$ cat src/rtl/sip_pkg.sv
// ----------------------------------------------------------------------------
// sip_pkg
// Shared types and constants of the sorted ID pool: transaction payloads,
// operation and status codes, register indexes.
// ----------------------------------------------------------------------------
package sip_pkg;

  localparam int TABLE_DEPTH_DEF = 64;
  localparam int ID_W            = 32;
  localparam int ENTRY_W         = 7;
  localparam int CFG_ADDR_W      = 4;
  localparam int CFG_DATA_W      = 32;

  localparam logic [ID_W-1:0] ID_MAX = '1;

  typedef enum logic [2:0] {
    KIND_INSERT    = 3'd0,
    KIND_LOOKUP    = 3'd1,
    KIND_REMOVE    = 3'd2,
    KIND_FIND_FREE = 3'd3,
    KIND_CLEAR     = 3'd4
  } kind_t;

  typedef enum logic [2:0] {
    ST_OK        = 3'd0,
    ST_BAD_PARAM = 3'd1,
    ST_NOT_FOUND = 3'd2,
    ST_NO_SPACE  = 3'd3,
    ST_FULL      = 3'd4
  } status_t;

  typedef enum logic [1:0] {
    REG_TRANS_MIN = 2'd0,
    REG_TRANS_MAX = 2'd1,
    REG_PERS_MIN  = 2'd2,
    REG_PERS_MAX  = 2'd3
  } reg_idx_t;

  typedef enum logic [1:0] {
    FSM_IDLE,
    FSM_READ,
    FSM_EVAL,
    FSM_DONE
  } fsm_t;

  typedef struct packed {
    logic [2:0]      kind;
    logic [ID_W-1:0] item_id;
    logic            persistent;
  } sip_in_t;

  typedef struct packed {
    logic [2:0]         status;
    logic [ID_W-1:0]    result_id;
    logic [ENTRY_W-1:0] entry_count;
  } sip_out_t;

endpackage

$ cat src/rtl/sip_ram.sv
// ----------------------------------------------------------------------------
// sip_ram
// Generic single-clock RAM: one write port, one read port, registered read.
// ----------------------------------------------------------------------------
module sip_ram #(
  parameter int WIDTH = 32,
  parameter int DEPTH = 64
) (
  input  logic                     clk,
  input  logic                     we,
  input  logic [$clog2(DEPTH)-1:0] waddr,
  input  logic [WIDTH-1:0]         wdata,
  input  logic [$clog2(DEPTH)-1:0] raddr,
  output logic [WIDTH-1:0]         rdata
);

  logic [WIDTH-1:0] mem [DEPTH];

  always_ff @(posedge clk) begin
    if (we) begin
      mem[waddr] <= wdata;
    end
    rdata <= mem[raddr];
  end

endmodule

$ cat src/rtl/sorted_id_pool_top.sv
// ----------------------------------------------------------------------------
// sorted_id_pool_top
// Sorted table of nonzero 32-bit IDs with insert, lookup, remove, free-ID
// search and clear, one result transaction per input transaction.
// ----------------------------------------------------------------------------
// The IDs live in ascending order in one RAM of TABLE_DEPTH x 32 bits with a
// registered read; a fill count marks the valid prefix, so nothing needs
// clearing after reset and a clear only resets the fill count. Every table
// entry that an operation visits takes a READ step that issues the read and
// an EVAL step that evaluates the returned word and possibly writes one entry
// back. Lookup and the used-ID check stop at the first entry not below the
// ID. Insert walks down from the top of the table, moving each entry not
// below the new ID up by one, and remove walks up to the match and then
// pulls the tail down. Zero IDs for insert, lookup and remove, a full table,
// unknown operations and clear skip the table walk. The block takes one
// transaction at a time; a finished result sits in an output register, so
// the next transaction is accepted while it waits. The range registers are
// written through the APB port at byte addresses 0, 4, 8, 12 (transient min,
// transient max, persistent min, persistent max) and must only be written
// while the block is idle.
// ----------------------------------------------------------------------------
module sorted_id_pool_top #(
  parameter int TABLE_DEPTH = sip_pkg::TABLE_DEPTH_DEF
) (
  input  logic                               clk,
  input  logic                               rst_n,
  // input transactions
  input  logic                               in_valid,
  output logic                               in_ready,
  input  sip_pkg::sip_in_t                   in_data,
  // result transactions
  output logic                               out_valid,
  input  logic                               out_ready,
  output sip_pkg::sip_out_t                  out_data,
  // configuration (APB)
  input  logic                               psel,
  input  logic                               penable,
  input  logic                               pwrite,
  input  logic [sip_pkg::CFG_ADDR_W-1:0]     paddr,
  input  logic [sip_pkg::CFG_DATA_W-1:0]     pwdata,
  output logic [sip_pkg::CFG_DATA_W-1:0]     prdata,
  output logic                               pready
);

  import sip_pkg::*;

  localparam int IDX_W = $clog2(TABLE_DEPTH);
  localparam int CNT_W = $clog2(TABLE_DEPTH + 1);
  localparam logic [CNT_W-1:0] CNT_ONE  = CNT_W'(1);
  localparam logic [CNT_W-1:0] CNT_FULL = CNT_W'(TABLE_DEPTH);

  // ---------------------------------------------------------------- config
  logic [ID_W-1:0] trans_min_r, trans_max_r, pers_min_r, pers_max_r;
  logic            cfg_wr;
  reg_idx_t        cfg_idx;

  assign pready  = 1'b1;
  assign cfg_wr  = psel && penable && pwrite && pready;
  assign cfg_idx = reg_idx_t'(paddr[3:2]);

  always_ff @(posedge clk) begin
    if (!rst_n) begin
      trans_min_r <= ID_W'(1);
      trans_max_r <= ID_MAX;
      pers_min_r  <= ID_W'(1);
      pers_max_r  <= ID_MAX;
    end else if (cfg_wr) begin
      unique case (cfg_idx)
        REG_TRANS_MIN: trans_min_r <= pwdata;
        REG_TRANS_MAX: trans_max_r <= pwdata;
        REG_PERS_MIN:  pers_min_r  <= pwdata;
        REG_PERS_MAX:  pers_max_r  <= pwdata;
        default:       trans_min_r <= trans_min_r;
      endcase
    end
  end

  always_comb begin
    unique case (cfg_idx)
      REG_TRANS_MIN: prdata = trans_min_r;
      REG_TRANS_MAX: prdata = trans_max_r;
      REG_PERS_MIN:  prdata = pers_min_r;
      REG_PERS_MAX:  prdata = pers_max_r;
      default:       prdata = '0;
    endcase
  end

  // ---------------------------------------------------------------- table RAM
  logic             mem_we;
  logic [IDX_W-1:0] mem_waddr, mem_raddr;
  logic [ID_W-1:0]  mem_wdata, mem_rdata;

  sip_ram #(
    .WIDTH (ID_W),
    .DEPTH (TABLE_DEPTH)
  ) u_table (
    .clk   (clk),
    .we    (mem_we),
    .waddr (mem_waddr),
    .wdata (mem_wdata),
    .raddr (mem_raddr),
    .rdata (mem_rdata)
  );

  // ---------------------------------------------------------------- control
  fsm_t             state_r, state_nxt;
  kind_t            op_r, op_nxt;
  logic             alloc_r, alloc_nxt;     // find_free with item_id zero
  logic             shift_r, shift_nxt;     // remove: pulling the tail down
  logic [ID_W-1:0]  key_r, key_nxt;
  logic [ID_W-1:0]  cand_r, cand_nxt;
  logic [ID_W-1:0]  lim_r, lim_nxt;
  logic [CNT_W-1:0] ptr_r, ptr_nxt;
  logic [CNT_W-1:0] cnt_r, cnt_nxt;
  status_t          res_st_r, res_st_nxt;
  logic [ID_W-1:0]  res_id_r, res_id_nxt;
  logic             out_valid_r, out_valid_nxt;
  sip_out_t         out_r, out_nxt;
  logic [CNT_W-1:0] ptr_dec, ptr_inc;
  logic [ID_W-1:0]  cand_inc;

  assign ptr_dec  = ptr_r - CNT_ONE;
  assign ptr_inc  = ptr_r + CNT_ONE;
  assign cand_inc = cand_r + ID_W'(1);

  always_ff @(posedge clk) begin
    if (!rst_n) begin
      state_r     <= FSM_IDLE;
      cnt_r       <= '0;
      out_valid_r <= 1'b0;
    end else begin
      state_r     <= state_nxt;
      cnt_r       <= cnt_nxt;
      out_valid_r <= out_valid_nxt;
    end
  end

  always_ff @(posedge clk) begin
    op_r     <= op_nxt;
    alloc_r  <= alloc_nxt;
    shift_r  <= shift_nxt;
    key_r    <= key_nxt;
    cand_r   <= cand_nxt;
    lim_r    <= lim_nxt;
    ptr_r    <= ptr_nxt;
    res_st_r <= res_st_nxt;
    res_id_r <= res_id_nxt;
    out_r    <= out_nxt;
  end

  assign in_ready  = (state_r == FSM_IDLE);
  assign out_valid = out_valid_r;
  assign out_data  = out_r;

  always_comb begin
    state_nxt     = state_r;
    op_nxt        = op_r;
    alloc_nxt     = alloc_r;
    shift_nxt     = shift_r;
    key_nxt       = key_r;
    cand_nxt      = cand_r;
    lim_nxt       = lim_r;
    ptr_nxt       = ptr_r;
    cnt_nxt       = cnt_r;
    res_st_nxt    = res_st_r;
    res_id_nxt    = res_id_r;
    out_nxt       = out_r;
    out_valid_nxt = out_valid_r && !out_ready;
    mem_we        = 1'b0;
    mem_waddr     = ptr_r[IDX_W-1:0];
    mem_wdata     = key_r;
    mem_raddr     = ptr_r[IDX_W-1:0];

    unique case (state_r)
      FSM_IDLE: begin
        if (in_valid) begin
          key_nxt    = in_data.item_id;
          alloc_nxt  = 1'b0;
          shift_nxt  = 1'b0;
          ptr_nxt    = '0;
          res_st_nxt = ST_BAD_PARAM;
          res_id_nxt = '0;
          state_nxt  = FSM_DONE;
          unique case (in_data.kind)
            KIND_INSERT: begin
              op_nxt = KIND_INSERT;
              if (in_data.item_id == '0) begin
                res_st_nxt = ST_BAD_PARAM;
              end else if (cnt_r >= CNT_FULL) begin
                res_st_nxt = ST_FULL;
              end else begin
                ptr_nxt   = cnt_r;      // write target, walks downward
                state_nxt = FSM_READ;
              end
            end
            KIND_LOOKUP, KIND_REMOVE: begin
              op_nxt = kind_t'(in_data.kind);
              if (in_data.item_id != '0) begin
                state_nxt = FSM_READ;
              end
            end
            KIND_FIND_FREE: begin
              op_nxt    = KIND_FIND_FREE;
              alloc_nxt = (in_data.item_id == '0);
              cand_nxt  = in_data.persistent ? pers_min_r : trans_min_r;
              lim_nxt   = in_data.persistent ? pers_max_r : trans_max_r;
              state_nxt = FSM_READ;
            end
            KIND_CLEAR: begin
              op_nxt     = KIND_CLEAR;
              cnt_nxt    = '0;
              res_st_nxt = ST_OK;
            end
            default: begin
              op_nxt     = KIND_CLEAR;
              res_st_nxt = ST_BAD_PARAM;
            end
          endcase
        end
      end

      FSM_READ: begin
        state_nxt = FSM_EVAL;
        if (op_r == KIND_INSERT) begin
          if (ptr_r == '0) begin
            mem_we     = 1'b1;
            cnt_nxt    = cnt_r + CNT_ONE;
            res_st_nxt = ST_OK;
            state_nxt  = FSM_DONE;
          end else begin
            mem_raddr = ptr_dec[IDX_W-1:0];
          end
        end else if (shift_r) begin
          if (ptr_inc >= cnt_r) begin
            cnt_nxt    = cnt_r - CNT_ONE;
            res_st_nxt = ST_OK;
            state_nxt  = FSM_DONE;
          end else begin
            mem_raddr = ptr_inc[IDX_W-1:0];
          end
        end else if (ptr_r >= cnt_r) begin
          // ran off the end of the held entries
          state_nxt = FSM_DONE;
          if (op_r == KIND_FIND_FREE) begin
            res_st_nxt = ST_OK;
            res_id_nxt = alloc_r ? cand_r : key_r;
          end else begin
            res_st_nxt = ST_NOT_FOUND;
          end
        end
      end

      FSM_EVAL: begin
        state_nxt = FSM_READ;
        if (op_r == KIND_INSERT) begin
          mem_we = 1'b1;
          if (mem_rdata >= key_r) begin
            mem_wdata = mem_rdata;
            ptr_nxt   = ptr_dec;
          end else begin
            cnt_nxt    = cnt_r + CNT_ONE;
            res_st_nxt = ST_OK;
            state_nxt  = FSM_DONE;
          end
        end else if (shift_r) begin
          mem_we    = 1'b1;
          mem_wdata = mem_rdata;
          ptr_nxt   = ptr_inc;
        end else if (op_r == KIND_FIND_FREE && alloc_r) begin
          if (mem_rdata > cand_r) begin
            res_st_nxt = ST_OK;
            res_id_nxt = cand_r;
            state_nxt  = FSM_DONE;
          end else if (cand_r == ID_MAX || cand_inc == lim_r) begin
            res_st_nxt = ST_NO_SPACE;
            state_nxt  = FSM_DONE;
          end else begin
            cand_nxt = cand_inc;
            ptr_nxt  = ptr_inc;
          end
        end else if (mem_rdata < key_r) begin
          ptr_nxt = ptr_inc;
        end else if (mem_rdata == key_r) begin
          state_nxt = FSM_DONE;
          unique case (op_r)
            KIND_LOOKUP:    res_st_nxt = ST_OK;
            KIND_FIND_FREE: res_st_nxt = ST_BAD_PARAM;
            KIND_REMOVE: begin
              shift_nxt = 1'b1;
              state_nxt = FSM_READ;
            end
            default:        res_st_nxt = ST_BAD_PARAM;
          endcase
        end else begin
          state_nxt = FSM_DONE;
          if (op_r == KIND_FIND_FREE) begin
            res_st_nxt = ST_OK;
            res_id_nxt = key_r;
          end else begin
            res_st_nxt = ST_NOT_FOUND;
          end
        end
      end

      FSM_DONE: begin
        if (!out_valid_r || out_ready) begin
          out_nxt.status      = res_st_r;
          out_nxt.result_id   = res_id_r;
          out_nxt.entry_count = ENTRY_W'(cnt_r);
          out_valid_nxt       = 1'b1;
          state_nxt           = FSM_IDLE;
        end
      end

      default: state_nxt = FSM_IDLE;
    endcase
  end

  // ---------------------------------------------------------------- checks
  a_cnt_bound: assert property (@(posedge clk) disable iff (!rst_n)
    cnt_r <= CNT_FULL)
    else $error("fill count above table depth");

  a_accept_busy: assert property (@(posedge clk) disable iff (!rst_n)
    in_valid && in_ready |=> state_r != FSM_IDLE)
    else $error("accepted transaction did not start");

  a_write_in_walk: assert property (@(posedge clk) disable iff (!rst_n)
    mem_we |-> (state_r == FSM_READ || state_r == FSM_EVAL))
    else $error("table write outside of a walk");

  a_result_from_done: assert property (@(posedge clk) disable iff (!rst_n)
    $rose(out_valid_r) |-> $past(state_r) == FSM_DONE)
    else $error("result loaded outside of done state");

endmodule
$ cat config.mk
export PLATFORM = sky130hd
export DESIGN_NAME = sorted_id_pool_top
export DESIGN_NICKNAME = d
export VERILOG_FILES = /design/src/rtl/sip_pkg.sv /design/src/rtl/sip_ram.sv /design/src/rtl/sorted_id_pool_top.sv
export SDC_FILE = /design/constraint.sdc
export NUM_CORES = 2
export LEC_CHECK = 0
export ABC_CLOCK_PERIOD_IN_PS = 10500
export BUFFER_PORTS_ARGS = -buffer_cell sky130_fd_sc_hd__clkbuf_2
export CAP_MARGIN = 20
export CORE_ASPECT_RATIO = 0.8
export CORE_UTILIZATION = 63
export DETAILED_ROUTE_END_ITERATION = 7
export PLACE_DENSITY = 0.82
export SYNTH_ARGS = -nofsm -noshare
export SYNTH_HDL_FRONTEND = slang
export SYNTH_SLANG_ARGS = --single-unit
$ cat constraint.sdc
create_clock -name clk -period 10.5 [get_ports clk]
set_clock_uncertainty 0.05 [all_clocks]
set_input_delay 2.1 -clock clk [delete_from_list [all_inputs] [get_ports clk]]
set_output_delay 2.1 -clock clk [all_outputs]
set_load 0.005 [all_outputs]
After elaboration in Yosys (flattened, before gate mapping)
Memories as Yosys holds them, arrays and structs flattened. A register that Yosys moved wholly into a read port is not among the register bits.
Index checks and enable logic that the tools add are counted.
{ "totals": {"ff_bits": 323, "ram_bits": 2048, "inputBits": 79, "out_inout_bits": 77, "mem_count": 1} }
{ "memory_table": {"columns": ["name", "words", "width", "read_ports", "rd_ports_with_merged_regs", "wr", "line", "text"], "rows": [
  ["u_table.mem", 64, 32, 1, 1, 1, "sip_ram.sv:17", "logic [WIDTH-1:0] mem [DEPTH];"]
]} }
{ "op_classes": {"n_addsub": 5, "order_cmp": 6, "n_eq_ne": 49, "mux": 114, "n_reduce_logical": 32} }
{ "op_table": {"columns": ["operator", "n"], "rows": [
  ["two-way mux 32 bit", 26],
  ["two-way mux 7 bit", 19],
  ["one-hot mux 32 bit (4 select lines)", 1],
  ["one-hot mux 32 bit (3 select lines)", 1],
  ["== test 32 bit", 2],
  ["one-hot mux 32 bit (2 select lines)", 1],
  ["two-way mux 3 bit", 16],
  ["two-way mux 2 bit", 17],
  ["adder 32 x 1 -> 32 bit, second input constant", 1],
  ["== test 32 bit, second input constant", 1],
  ["greater-or-equal comparator 32 bit", 1],
  ["greater-than comparator 32 bit", 1],
  ["zero test 32 bit", 1],
  ["< comparator 32 bit", 1],
  ["nonzero test 32 bit", 1],
  ["two-way mux 6 bit", 5],
  ["!= test 3 bit, second input constant", 10],
  ["!= test 2 bit, second input constant", 13],
  ["!= test 5 bit, second input constant", 5],
  ["one-hot mux 7 bit (3 select lines)", 1],
  ["two-way mux 1 bit", 18],
  ["one-hot mux 3 bit (3 select lines)", 2],
  ["AND reduction 8 bit", 2],
  ["adder 7 x 1 -> 7 bit, second input constant", 2],
  ["other kinds (29)", 58]
]} }

Depth between registers and ports, before layout
{ "depth": {"ltp_word": 9, "depth_mapped": 20} }

Cells and area by module
From an unflattened synthesis, not the netlist that was laid out.
{ "unflattened": {"hier_cells": 5368, "hier_area_um2": 97372.1} }
{ "modules_own_cells": {"columns": ["module", "n_inst", "cells_each", "area_per_inst_um2", "seq_area_each_um2"], "rows": [
  ["sip_ram", 1, 3511, 79039.6, 62139.6],
  ["sorted_id_pool_top", 1, 1857, 18332.6, 8318.0]
]} }

Worst setup path after synthesis
No wires, ideal clock.
{ "synth_path": {"path_type": "register to register", "startpoint": "register ptr_r[0]", "endpoint": "register res_id_r[0], enable pin", "setup_ns": 0.594, "arrival_time_ns": 7.262, "required_time_ns": 9.856, "slack_ns": 2.594, "stages_incl_launch_ff": 13, "n_path_buf": 1, "cell_sequence": "edfxtp_1 -> clkbuf_1 -> clkinv_1 -> ha_1 -> nand2b_1 -> a21o_1 -> a21o_1 -> a21o_1 -> a21o_1 -> a21o_1 -> a21oi_1 -> o31a_1 -> a2111oi_0"} }
{ "synth_between": {"elab_chain_cells": 3} }
{ "synth_rtl": {"columns": ["element", "line", "text"], "rows": [
  ["from (decl)", "sorted_id_pool_top.sv:113", "logic [CNT_W-1:0] ptr_r, ptr_nxt;"],
  ["from (signal assigned)", "sorted_id_pool_top.sv:145", "ptr_r <= ptr_nxt;"],
  ["greater-or-equal comparator 7 bit", "sorted_id_pool_top.sv:241", "end else if (ptr_r >= cnt_r) begin"],
  ["!= test 2 bit (no line)", null, null],
  ["AND reduction 12 bit (no line)", null, null],
  ["to (signal assigned)", "sorted_id_pool_top.sv:147", "res_id_r <= res_id_nxt;"],
  ["to (decl)", "sorted_id_pool_top.sv:116", "logic [ID_W-1:0] res_id_r, res_id_nxt;"]
]} }
No other way between the ends.
A chain may end at the register's enable or synchronous reset.

Worst setup path after layout
{ "layout_path": {"startpoint": "register ptr_r[4]", "endpoint": "register u_table.rdata[12] (read register of u_table.mem)"} }
{ "layout_between": {"elab_chain_cells": 6, "elab_cells_between_ends": 9, "classes_between": "add/sub (2); order compare (1); mux (5); reduce/logical (1)"} }
{ "layout_rtl": {"columns": ["element", "line", "text"], "rows": [
  ["adder 7 x 1 -> 7 bit", "sorted_id_pool_top.sv:123", "assign ptr_inc = ptr_r + CNT_ONE;"],
  ["greater-or-equal comparator 7 bit", "sorted_id_pool_top.sv:234", "if (ptr_inc >= cnt_r) begin"],
  ["two-way mux 6 bit", "sorted_id_pool_top.sv:234", null],
  ["two-way mux 6 bit", "sorted_id_pool_top.sv:233", "end else if (shift_r) begin"],
  ["two-way mux 6 bit", "sorted_id_pool_top.sv:224", "if (op_r == KIND_INSERT) begin"],
  ["two-way mux 6 bit *", "sorted_id_pool_top.sv:174", "unique case (state_r)"],
  ["to (decl)", "sip_ram.sv:14", "output logic [WIDTH-1:0] rdata"]
]} }
Every way passes the cells marked *; elsewhere a longest branch is shown, timed or not.

==> reports/results.ini <==
[clock_tree]
clkSinkCount=2403
clk_latency_ns=0.90
cts_buffers=211
cts_buffer_depth=3
ctsHoldBuffers=0
cts_root_buffer=clkbuf_16
cts_tree=done
cts_resized=0
clkTransAtPathRegs_ns=0.07
htreeDepth=4
cts_setup_buffers=0

[final_layout]
multi_input_area_mm2=0.02860
final-seq-area_mm2=0.07046
final_layout_size_suffix_gt1_frac=0.1334
mostFrequentLayoutCell=edfxtp_1
n_fill_cell=9734
fin_area_mm2=0.1114
layout_common_cells=edfxtp_1 (2233), nand2_1 (1221), mux2i_1 (937)
fin_nets=7260
syn_to_final_growth_pct=10.99

[logic_synthesis]
synth_ff_type=edfxtp_1
syn_inst=6960
synth_edf_count=2233
yosys.area.top_type=edfxtp_1
synth.distinct_cells=85
avgSynthCellArea_um2=14.43
async_reset_ff_frac=0
synth_top_area_frac=0.6679
synth-seq-cells=2403
ys_seq_area_frac=0.7018
syn_area_mm2=0.1004
ys_top_cells_by_area=edfxtp_1 (67%), mux2i_1 (9.3%), nand2_1 (4.6%)
syn_nets=7126
ys_warn_count=0

[routing]
first_iter_violations=10440
final_antenna_net_count=0
totalWireLength_um=283900
drc=0
vias=63700
routedWlPerCell_um=30.19
post_drt_via_cell_ratio=6.775
dr.pass1.iters=7

[pwr]
power_uw=32220
ir_drop_mv=0.4952
power_density_mw_per_mm2=289.1
power_leakage_uw=0.04004

[global_route]
grt_max_degree=174
antenna_found_initial=22
grt_pass1_wl_um=403900
grt_remaining_overflow=0
first_global_vias=60960
gr-usage-all-layers=0.3480

[timing]
fin_hold_ws_ns=0.3656
fin_setup_tns_ns=0
rsz0062_at_grt=no
maxSlewHeadroom=0.1147
finalSetupViolations=0
timing.final.crit_period_ns=7.094
fmax_mhz=141.0
hold_viol=0
tightest_slew_ns=1.314
finalMaxSlewViolations=0
setup_slack_ns=3.406
period_share=0.6756

[die]
core_area_mm2=0.1576
ios=156
dieHeight_um=359.1
die_w_um=448.3
std_cell_rows=130
initial_core_util=0.6370
die_area_mm2=0.1610

[critical_path]
crit_required_ns=11.14
path_delay_family=simple AND/OR/NAND/NOR gates
worstPathMaxFanout=16
cp-start-kind=register
endpoint_kind=register
arrival_ns=7.74
crit_type=reg2reg
slowest_delay_ns=1.24
path_cells=nand3_1, nor2_1, xor2_1, ha_1, and4_1, o221ai_1, nand2_1, a311oi_2, buf_4, nor2_1, nand2_1, o32ai_2, nor4_1
cp_slowest_cell=o32ai_2
cp_num_buf_inv=1

[placement]
place_area_mm2=0.1042
dp_slack_ns=3.627
post-dp-hpwl_um=165000
port_buffers=152
gp_congestion=0.9702

[worst_hold_path]
hp-class=reg2reg

[job]
drv_cap=0

[outcome]
outcome=finished clean

path summary, 6_finish.rpt:
path | start | to | slack [ns] | cells past startpoint
setup / recovery | ptr_r[4] | u_table.rdata[12] | 3.41 | 13
hold / removal | res_id_r[1] | out_data[8] | 0.37 | 0
setup reg to reg | ptr_r[4] | u_table.rdata[12] | 3.41 | 13
hold reg to reg | res_id_r[1] | out_data[8] | 0.37 | 0
where the power goes:
part           internal (µW)  leakage [µW]  switching [µW]
Combinational           3970        0.0151            8380
Clock                   4320       0.00342            3530
Sequential             11700        0.0215             352
Total                  20000        0.0400           12300
layout make-up:
type,instances,share of cell area
Sequential cell,2403,0.6323
Multi-Input combinational cell,4060,0.2566
Clock buffer,264,0.05100
Tap cell,2112,0.02371
Timing Repair Buffer,329,0.02143
Clock inverter,133,0.01169
Inverter,89,0.002998
Antenna cell,13,0.0002919
synth_stat cells, types with 10 or more instances:
cell	n
edfxtp_1	2233
nand2_1	1224
mux2i_1	937
nand3_1	374
clkbuf_1	228
dfxtp_1	170
mux2_2	154
a21oi_1	150
nor2_1	131
and3_1	123
buf_2	98
a311oi_1	87
ha_1	87
inv_1	85
o21ai_0	80
buf_1	74
nor2b_1	54
nor4_1	48
nor3_1	47
xnor2_1	46
nand4_1	45
o32ai_1	41
o22ai_1	36
mux4_2	32
a31oi_1	30
a32o_1	30
a32oi_1	25
a21o_1	24
a22oi_1	19
or3_1	17
a22o_1	16
xnor3_1	15
xor2_1	14
a211oi_1	13
a2111oi_0	12
and2_1	12
a221oi_1	11
a21boi_0	10
o211ai_1	10
flip-flops by register name, summed over array words and instances (netlist names):
signal         cells
lim_r             32
alloc_r            1
trans_max_r       32
out_valid          1
u_table.mem     2048
pers_max_r        32
state_r            2
ptr_r              7
trans_min_r       32
cand_r            32
pers_min_r        32
u_table.rdata     32
key_r             32
cnt_r              7
res_id_r          32
res_st_r           3
out_data          42
shift_r            1
op_r               3
kinds of logic after synthesis:
family                     after synthesis  synth area share
xor gates and xnor gates                76          0.008761
other                                    1        0.00003735
adders and majority gates               87           0.01084
AOI/OAI and AO/OA                      656           0.04674
and+or+nand+nor                       2117           0.09390
muxes                                 1123            0.1179
DFF                                   2403            0.7018
buffers and inverters                  497           0.02010
per-layer routing:
layer,vias up,share of wire,track usage,routed length (µm)
met1,31320,0.37,0.4853,104900
met4,14,0.049,0.1634,13880
met5,-,0.00041,0,115
li1,26650,-,-,-
met2,4834,0.43,0.4877,121100
met3,875,0.15,0.1271,43840
stage by stage:
step,instances,util
4_1_cts,9379,0.7057
6_report,9403,0.7070
3_5_place_dp,8982,0.6614
2_1_floorplan,6960,-
3_3_place_gp,8981,0.6612
5_1_grt,9392,0.7069
Note: power is estimated with default switching activity, not from simulation.
